## config.mk

```make
export PLATFORM = sky130hd
export DESIGN_NAME = reload_down_counter_timer_flat
export DESIGN_NICKNAME = d
export VERILOG_FILES = /design/src/rtl/rdct_pkg.sv /design/src/rtl/rdct_req_if.sv /design/src/rtl/rdct_rsp_if.sv /design/src/rtl/reload_down_counter_timer.sv /design/src/flat_wrapper.sv
export SDC_FILE = /design/constraint.sdc
export NUM_CORES = 1
export LEC_CHECK = 0
export BUFFER_PORTS_ARGS = -buffer_cell sky130_fd_sc_hd__buf_2
export CAP_MARGIN = 0
export CORE_ASPECT_RATIO = 0.9
export CORE_MARGIN = 2
export CORE_UTILIZATION = 63
export DETAILED_ROUTE_END_ITERATION = 16
export GPL_TIMING_DRIVEN = 0
export PLACE_DENSITY = 0.92
export SYNTH_ARGS = -nofsm -noshare
export SYNTH_HDL_FRONTEND = slang
export SYNTH_SLANG_ARGS = --single-unit
```

## constraint.sdc

```tcl
create_clock -name i_clk -period 12.3 [get_ports i_clk]
set_input_delay 2.46 -clock i_clk [delete_from_list [all_inputs] [get_ports i_clk]]
set_output_delay 2.46 -clock i_clk [all_outputs]
set_load 0.05 [all_outputs]
```

## src/rtl/rdct_pkg.sv

```systemverilog
package rdct_pkg;

    localparam int DATA_W = 24;

    // Operation codes of a request.
    localparam logic [1:0] OP_TICK  = 2'd0;
    localparam logic [1:0] OP_READ  = 2'd1;
    localparam logic [1:0] OP_WRITE = 2'd2;

    // Register selects.
    localparam logic [1:0] SEL_CTRL   = 2'd0;
    localparam logic [1:0] SEL_RELOAD = 2'd1;
    localparam logic [1:0] SEL_VALUE  = 2'd2;

    // Bit positions in the control register.
    localparam int CTRL_EN_BIT     = 0;
    localparam int CTRL_IRQEN_BIT  = 1;
    localparam int CTRL_CLKSRC_BIT = 2;
    localparam int CTRL_FLAG_BIT   = 16;

    typedef struct packed {
        logic [1:0]        op;
        logic [1:0]        reg_sel;
        logic [DATA_W-1:0] write_data;
    } t_rdct_req;

    typedef struct packed {
        logic [DATA_W-1:0] read_data;
        logic              irq;
        logic              expired;
        logic [DATA_W-1:0] elapsed;
    } t_rdct_rsp;

endpackage

```

## src/rtl/rdct_req_if.sv

```systemverilog
interface rdct_req_if;
    logic                 valid;
    logic                 ready;
    rdct_pkg::t_rdct_req  data;

    modport source (output valid, output data, input ready);
    modport sink (input valid, input data, output ready);
endinterface

```

## src/rtl/rdct_rsp_if.sv

```systemverilog
interface rdct_rsp_if;
    logic                 valid;
    logic                 ready;
    rdct_pkg::t_rdct_rsp  data;

    modport source (output valid, output data, input ready);
    modport sink (input valid, input data, output ready);
endinterface

```

## src/rtl/reload_down_counter_timer.sv

```systemverilog
// Reload down-counter timer with control, reload and current-value registers.
// Each request is a clock tick, a register read or a register write, and each
// request produces exactly one response carrying read data, the irq pulse,
// the expiry flag and the elapsed count (reload minus current value).
// One request is taken every cycle while the response side does not stall; a
// request waits in the input register until the result register takes its
// response. The two stages keep flowing while the response side stalls as
// long as a stage has room.
// The one_shot bit (write enable and data on i_cfg_*) makes an expiry clear
// enable and interrupt enable; write it only while idle.
module reload_down_counter_timer #(
    parameter int COUNT_WIDTH  = 24,
    parameter int PRESCALE_DIV = 8
) (
    input  logic        i_clk,
    input  logic        i_rst_n,
    input  logic        i_cfg_we,
    input  logic        i_cfg_wdata,
    rdct_req_if.sink    i_req,
    rdct_rsp_if.source  o_rsp
);
    import rdct_pkg::*;

    localparam int PRE_W = (PRESCALE_DIV > 1) ? $clog2(PRESCALE_DIV) : 1;

    logic                   r_one_shot;
    logic                   r_in_valid;
    t_rdct_req              r_in;
    logic                   r_out_valid;
    t_rdct_rsp              r_out;

    logic [COUNT_WIDTH-1:0] r_count, n_count;
    logic [COUNT_WIDTH-1:0] r_reload, n_reload;
    logic                   r_run, n_run;
    logic                   r_irqen, n_irqen;
    logic                   r_clksrc, n_clksrc;
    logic                   r_flag, n_flag;
    logic [PRE_W-1:0]       r_pre, n_pre;

    t_rdct_rsp              n_out;
    logic [COUNT_WIDTH-1:0] w_elapsed;
    logic [COUNT_WIDTH-1:0] w_wdata_cnt;
    logic [DATA_W-1:0]      w_reload_o;
    logic [DATA_W-1:0]      w_count_o;
    logic [DATA_W-1:0]      w_elapsed_o;
    logic                   w_adv;
    logic                   w_fire;
    logic                   w_pulse;

    assign w_adv       = !r_out_valid || o_rsp.ready;
    assign w_fire      = r_in_valid && w_adv;
    assign i_req.ready = !r_in_valid || w_adv;
    assign o_rsp.valid = r_out_valid;
    assign o_rsp.data  = r_out;

    assign w_pulse   = (r_pre == PRE_W'(PRESCALE_DIV - 1));
    assign w_elapsed = n_reload - n_count;

    // Fit counter-width values to the fixed 24-bit bus fields.
    generate
        if (COUNT_WIDTH >= DATA_W) begin : g_trunc
            assign w_reload_o  = r_reload[DATA_W-1:0];
            assign w_count_o   = r_count[DATA_W-1:0];
            assign w_elapsed_o = w_elapsed[DATA_W-1:0];
            assign w_wdata_cnt = COUNT_WIDTH'(r_in.write_data);
        end else begin : g_ext
            assign w_reload_o  = {{(DATA_W-COUNT_WIDTH){1'b0}}, r_reload};
            assign w_count_o   = {{(DATA_W-COUNT_WIDTH){1'b0}}, r_count};
            assign w_elapsed_o = {{(DATA_W-COUNT_WIDTH){1'b0}}, w_elapsed};
            assign w_wdata_cnt = r_in.write_data[COUNT_WIDTH-1:0];
        end
    endgenerate

    always_comb begin
        n_count        = r_count;
        n_reload       = r_reload;
        n_run          = r_run;
        n_irqen        = r_irqen;
        n_clksrc       = r_clksrc;
        n_flag         = r_flag;
        n_pre          = r_pre;
        n_out          = '0;
        case (r_in.op)
            OP_TICK: begin
                // The prescaler runs on every tick, enabled or not.
                n_pre = w_pulse ? '0 : r_pre + PRE_W'(1);
                if (r_run && (r_clksrc || w_pulse)) begin
                    if (r_count == '0) begin
                        n_count = r_reload;
                    end else begin
                        n_count = r_count - COUNT_WIDTH'(1);
                        if (r_count == COUNT_WIDTH'(1)) begin
                            n_out.expired = 1'b1;
                            n_out.irq     = r_irqen;
                            n_flag        = 1'b1;
                            if (r_one_shot) begin
                                n_run   = 1'b0;
                                n_irqen = 1'b0;
                            end
                        end
                    end
                end
            end
            OP_READ: begin
                case (r_in.reg_sel)
                    SEL_CTRL: begin
                        n_out.read_data[CTRL_EN_BIT]     = r_run;
                        n_out.read_data[CTRL_IRQEN_BIT]  = r_irqen;
                        n_out.read_data[CTRL_CLKSRC_BIT] = r_clksrc;
                        n_out.read_data[CTRL_FLAG_BIT]   = r_flag;
                        n_flag = 1'b0;
                    end
                    SEL_RELOAD: n_out.read_data = w_reload_o;
                    SEL_VALUE:  n_out.read_data = w_count_o;
                    default:    n_out.read_data = '0;
                endcase
            end
            OP_WRITE: begin
                case (r_in.reg_sel)
                    SEL_CTRL: begin
                        n_run    = r_in.write_data[CTRL_EN_BIT];
                        n_irqen  = r_in.write_data[CTRL_IRQEN_BIT];
                        n_clksrc = r_in.write_data[CTRL_CLKSRC_BIT];
                    end
                    SEL_RELOAD: n_reload = w_wdata_cnt;
                    SEL_VALUE: begin
                        n_count = '0;
                        n_flag  = 1'b0;
                    end
                    default: n_flag = r_flag;
                endcase
            end
            default: n_pre = r_pre;
        endcase
        n_out.elapsed = w_elapsed_o;
    end

    always_ff @(posedge i_clk) begin
        if (!i_rst_n) begin
            r_one_shot  <= 1'b0;
            r_in_valid  <= 1'b0;
            r_out_valid <= 1'b0;
            r_count     <= '0;
            r_reload    <= '0;
            r_run       <= 1'b0;
            r_irqen     <= 1'b0;
            r_clksrc    <= 1'b0;
            r_flag      <= 1'b0;
            r_pre       <= '0;
        end else begin
            if (i_cfg_we) begin
                r_one_shot <= i_cfg_wdata;
            end
            if (i_req.ready) begin
                r_in_valid <= i_req.valid;
            end
            if (w_adv) begin
                r_out_valid <= r_in_valid;
            end
            if (w_fire) begin
                r_count  <= n_count;
                r_reload <= n_reload;
                r_run    <= n_run;
                r_irqen  <= n_irqen;
                r_clksrc <= n_clksrc;
                r_flag   <= n_flag;
                r_pre    <= n_pre;
            end
        end
    end

    always_ff @(posedge i_clk) begin
        if (i_req.ready && i_req.valid) begin
            r_in <= i_req.data;
        end
        if (w_fire) begin
            r_out <= n_out;
        end
    end

endmodule
```

## src/flat_wrapper.sv

```systemverilog
// flat-port wrapper written by rule: the top's interface ports become plain ports
module reload_down_counter_timer_flat import rdct_pkg::*;
#(
    parameter int COUNT_WIDTH  = 24,
    parameter int PRESCALE_DIV = 8
)
  (i_clk, i_rst_n, i_cfg_we, i_cfg_wdata, i_req_valid, i_req_data, i_req_ready, o_rsp_valid, o_rsp_data, o_rsp_ready);
  rdct_req_if i_req_i ();
  rdct_rsp_if o_rsp_i ();
  input  logic i_clk;
  input  logic i_rst_n;
  input  logic i_cfg_we;
  input  logic i_cfg_wdata;
  input wire logic [$bits(i_req_i.valid)-1:0] i_req_valid;
  input wire logic [$bits(i_req_i.data)-1:0] i_req_data;
  output wire logic [$bits(i_req_i.ready)-1:0] i_req_ready;
  output wire logic [$bits(o_rsp_i.valid)-1:0] o_rsp_valid;
  output wire logic [$bits(o_rsp_i.data)-1:0] o_rsp_data;
  input wire logic [$bits(o_rsp_i.ready)-1:0] o_rsp_ready;
  assign i_req_i.valid = i_req_valid;
  assign i_req_i.data = i_req_data;
  assign i_req_ready = i_req_i.ready;
  assign o_rsp_valid = o_rsp_i.valid;
  assign o_rsp_data = o_rsp_i.data;
  assign o_rsp_i.ready = o_rsp_ready;
  reload_down_counter_timer #(.COUNT_WIDTH(COUNT_WIDTH), .PRESCALE_DIV(PRESCALE_DIV)) u_core (.i_clk(i_clk), .i_rst_n(i_rst_n), .i_cfg_we(i_cfg_we), .i_cfg_wdata(i_cfg_wdata), .i_req(i_req_i), .o_rsp(o_rsp_i));
endmodule
```

Word level (Yosys, flattened, before mapping)
Cells that the tools add are included.
Storage, ports and cells
  bits of input ports: 34
  output and inout port bits: 52
  flip-flop bits (word level): 136
  logic and storage cells: 81
Operators by class
  add/sub/neg operators: 3
  multiplexer cells: 26
  reductions and logical operators: 19
  bitwise logic cells: 3
  equality and inequality tests: 13
Operator list (count)
  2-to-1 mux 24 bit: 5
  one-hot mux 24 bit (2 select lines): 1
  one-hot mux 13 bit (2 select lines): 1
  equality test 24 x 1 -> 1 bit, second input constant: 1
  logical NOT 24 bit: 1
  subtractor 24 x 1 -> 24 bit, second input constant: 1
  subtractor 24 bit: 1
  one-hot mux 7 bit (2 select lines): 1
  AND reduction 7 bit: 2
  2-to-1 mux 1 bit: 12
  inequality test 2 x 1 -> 1 bit, second input constant: 5
  one-hot mux 3 bit (3 select lines): 1
  one-hot mux 1 bit (3 select lines): 2
  equality test 2 x 1 -> 1 bit, second input constant: 2
  equality test 2 bit, second input constant: 2
  logical NOT 2 bit: 2
  inequality test 2 bit, second input constant: 2
  one-hot mux 1 bit (2 select lines): 2
  OR reduction 4 bit: 1
  adder 3 x 1 -> 3 bit, second input constant: 1
  equality test 3 bit, second input constant: 1
  logical AND 1 bit: 3
  logical OR 1 bit: 3
  2-to-1 mux 3 bit: 1
  other kinds (7): 10

Depth between registers and ports, before layout
  depth in word-level cells: 6
  gate-level depth with buffers: 20
  depth with buffers taken out: 18

Worst setup path before layout
Ideal clock, no wire load.
  kind: in2out
  start point: input port o_rsp_ready
  end point: output port i_req_ready
  data arrival time: 2.964 ns
  required time: 9.840 ns
  setup slack: 6.876 ns
  stages: 2
  cells stage by stage: nor2b_1 -> nand2_1
Between the ends
  word-level cells in the longest chain between the ends: 2
RTL lines
  start: declaration: line flat_wrapper.sv:19  | input wire logic [$bits(o_rsp_i.ready)-1:0] o_rsp_ready;
  logical OR 1 bit: line reload_down_counter_timer.sv:50  | assign w_adv = !r_out_valid || o_rsp.ready;
  logical OR 1 bit: line reload_down_counter_timer.sv:52  | assign i_req.ready = !r_in_valid || w_adv;
  end: declaration: line flat_wrapper.sv:16  | output wire logic [$bits(i_req_i.ready)-1:0] i_req_ready;
No other way between the ends.

==> summary.md <==
| Metric | Value |
|---|---|
| Chip Height | between 100 and 150 µm |
| N_diodes | 0 |
| Post-synth top flop | edfxtp_1 |
| Starting DRT DRC Count | 1011 |
| Remaining DRCs | 0 |
| CP required | about 12 ns |
| Cell family with most CP delay | compound AO/OA/AOI/OAI gates |
| Clk_lat worst skew | between 0.4 and 0.5 ns |
| Vias | 6419 |
| Total Routing Usage GR | 31.8% |
| Int Pwr | about 0.94 mW |
| Worst Path Arrival | 5.75 ns |
| Die W | 117 µm |
| Worst hold path class | register to register |
| Cell area power density | 156 mW/mm² |
| Routability Congestion | between 0.9 and 1 |
| Fin nets | 932 |
| YS warnings | 0 |
| Post_cts resized | 0 |
| Number of global-route vias before repair | 6093 |
| Total area of sequential cells | roughly 0.0035 mm² |
| P&R area growth vs syn | 17.5% |
| CP Class | register to register |
| Post-Route Skew | 0.00974 ns |
| Number of synthesized flops with an enable pin | 78 |
| Post-CTS Setup Repair Bufs | 0 |
| Cts-stage hold buffer count | 0 |
| Worst-path fanout max | 10 |
| Detail Route Antenna Nets | 0 |
| Max VDD drop | 0.000117 V |
| Post-DR vias/cell | 6.23 |
| Crit. End Element | register |
| Clock power share | between 40% and 50% |
| First-pass GRT wire length | 30100 µm |
| Slew @ Worst Pin | 1.19 ns |
| TritonCTS Buffers | 17 |
| Tmin final | 5.59 ns |
| Max Cap Viol | 0 |
| Ports | 86 |
| Outcome | complete, no violations |
| Largest net degree at the start of global routing | 32 |
| Unrepaired setup endpoints after global routing | false |
| CP Cell Sequence | inv_1 > ha_1 > clkbuf_1 > nor2_1 > a211oi_1 > clkbuf_1 > o21ai_0 > a21oi_1 > ha_1 > a21oi_1 > o21ai_0 > or3_1 > o22ai_1 > o31a_1 > or3_1 > o2111ai_1 > o211ai_1 > xnor2_1 |
| Max Transition Viols Final | 0 |
| Clock slew at reported path FFs | ~0.06 ns |
| Core Area | 0.0113 mm² |
| Remaining global-route overflow | 0 |
| Post-synthesis cell area | 0.00725 mm² |
| FFs w/ async S/R, synth | 0% |
| CTS root buffer | clkbuf_16 |
| Top cell type by total area after synthesis | edfxtp_1 |
| CP Launch Type | register |
| NetSw | 0.389 mW |
| Num rows | 37 |
| P_leak | between 3 and 4 nW |
| H-Tree Depth | 4 |
| WHS | 0.484 ns |
| Register area share after synthesis | 48.3% |
| Avg Inst Size Synth | 9.58 µm² |
| Power, Total | 1.33 mW |
| Worst reg2reg startpoint | u_core.r_in[26]$_DFFE_PP_ |
| Comb power frac | 19.2% |
| Library cells used by synthesis | 58 |
| Area share of the largest cell type after synthesis | 32.3% |
| HP Start | u_core.r_pre[2]$_SDFFE_PN0P_ |
| Initial DRT Pass Iterations | 6 |
| Placed insts | ~1000 |
| Crit path launch | u_core.r_in[26]$_DFFE_PP_ |
| Multi-input gate area | approximately 0.0035 mm² |
| Port Buf Inserts | 85 |
| Filler cells | 753 |
| Rel. slew slack | approximately 20% |
| Switching share of power | between 20% and 30% |
| Register bit total from synthesis | 136 |
| CTS tree | done |
| Die Area | 0.0124 mm² |
| Share of cells above drive strength 1 | 18.4% |
| Final Setup Violations | 0 |
| Cell with the largest stage delay on the worst path | a211oi_1 |
| Routed WL | 18700 µm |
| Post-Syn Instances | around 760 |
| Synth top area cells | edfxtp_1 32%, dfxtp_1 16%, ha_1 6.0% |
| Non-Filler Instances | around 1000 |
| Post-Syn Nets | 827 |
| Post-synth top cells | 115 x nor2_1, 79 x a21oi_1, 78 x edfxtp_1 |
| Period utilization | about 45% |
| CP peak stage delay | 0.98 ns |
| Buf/Inv on CP | 3 |
| CTS sink cnt | 136 |
| Wire per inst | 18.2 µm |
| Count leader, synth | nor2_1 |
| Initial antenna violation count | 0 |
| Sequential share of power | 39.9% |
| Final Hold Viols | 0 |
| HPWL Detailed | about 12000 µm |
| Clock buffer depth | 2 |
| Setup TNS | 0 ns |
| Starting density of the core | 63.9% |
| Max Freq | roughly 180 MHz |
## flip-flops by register name (all words and copies together), names as in the netlist
signal and flops:
u_core.o_rsp.data 50, u_core.r_count 24, u_core.r_reload 24, u_core.w_wdata_cnt 24, u_core.r_in 4, u_core.r_pre 3, u_core.o_rsp.valid 1, u_core.r_clksrc 1
u_core.r_flag 1, u_core.r_in_valid 1, u_core.r_irqen 1, u_core.r_one_shot 1, u_core.r_run 1
## power groups by stage
stage | logic, mW | clock network, mW | registers, mW
finish | 0.255 | 0.543 | 0.530
global route | 0.276 | 0.564 | 0.532
CTS | 0.250 | 0.545 | 0.530
detailed placement | 0.246 | 0 | 0.538
global placement | 0.239 | 0 | 0.539
floorplan | 0.145 | 0 | 0.581
## stage by stage
stage	util, %	setup slack [ns]	instance area [µm²]
6_report	75.1	6.71	8520
2_1_floorplan	-	6.88	7250
3_5_place_dp	69.6	6.78	7890
5_1_grt	75.1	6.41	8520
3_3_place_gp	69.4	6.08	7870
4_1_cts	75.1	6.78	8520
## worst paths after layout
check,endpoint,slack (ns),cells past startpoint
hold reg to reg,u_core.r_pre[2]$_SDFFE_PN0P_,0.48,2
hold / removal,u_core.r_pre[2]$_SDFFE_PN0P_,0.48,2
setup reg to reg,u_core.o_rsp.data[23]$_DFFE_PP_,6.71,18
setup / recovery,u_core.o_rsp.data[23]$_DFFE_PP_,6.71,18
## cells in the final DEF, fill, tap and decap left out, types with 4 or more instances in the layout
master and n:
nand3_1 8, a22oi_1 21, a211oi_1 28, or3_1 11, inv_1 20, buf_2 90
edfxtp_1 78, xnor2_1 16, nor3b_1 4, mux2_2 20, clkbuf_16 17, nor4_1 10
a21oi_1 79, clkbuf_1 35, bufinv_16 4, xor2_1 6, nor2_1 115, nand2_1 67
nor3_1 20, and2_1 5, nand2b_1 4, nor2b_1 4, a21o_1 7, o21ai_1 4
o21ai_0 32, clkinvlp_4 5, a222oi_1 4, dfxtp_1 58, o21a_1 5, mux2i_1 7
ha_1 35
## worst min-delay path: cells and delay by family, from the launching register on
family           cells  cell delay (ns)
flip-flops           1             0.32
AO/OA/AOI/OAI        1             0.06
AND/OR/NAND/NOR      1             0.05
## layer usage
layer / vias to the layer above / wire, µm / part of all wire (%) / global-route usage (%)
li1: 2963 / - / - / -
met5: - / 0 / 0 / 0
met1: 2995 / 7550 / 40 / 41.0
met3: 69 / 1860 / 9.9 / 7.76
met4: 0 / 607 / 3.2 / 14.9
met2: 392 / 8720 / 47 / 50.5
## area by class of cell
cell class              instances  area share [%]
flip-flops and latches        136            41.1
multi-input cells             556            40.8
repair buffers                 86            5.23
clock buffers                  18            5.04
plain buffers                  45            2.33
clock inverters                14            2.32
well taps                     156            2.29
inverters                      20           0.881
## cell families after synthesis
family	share of synthesized area (%)
AND/OR/NAND/NOR	17.3
AO/OA/AOI/OAI	17.6
flip-flops	48.3
buffers and inverters	3.76
adder cells (fa/ha/maj)	6.32
multiplexers	4.07
XOR/XNOR	2.66
Note: power is estimated with default switching activity, not from simulation.
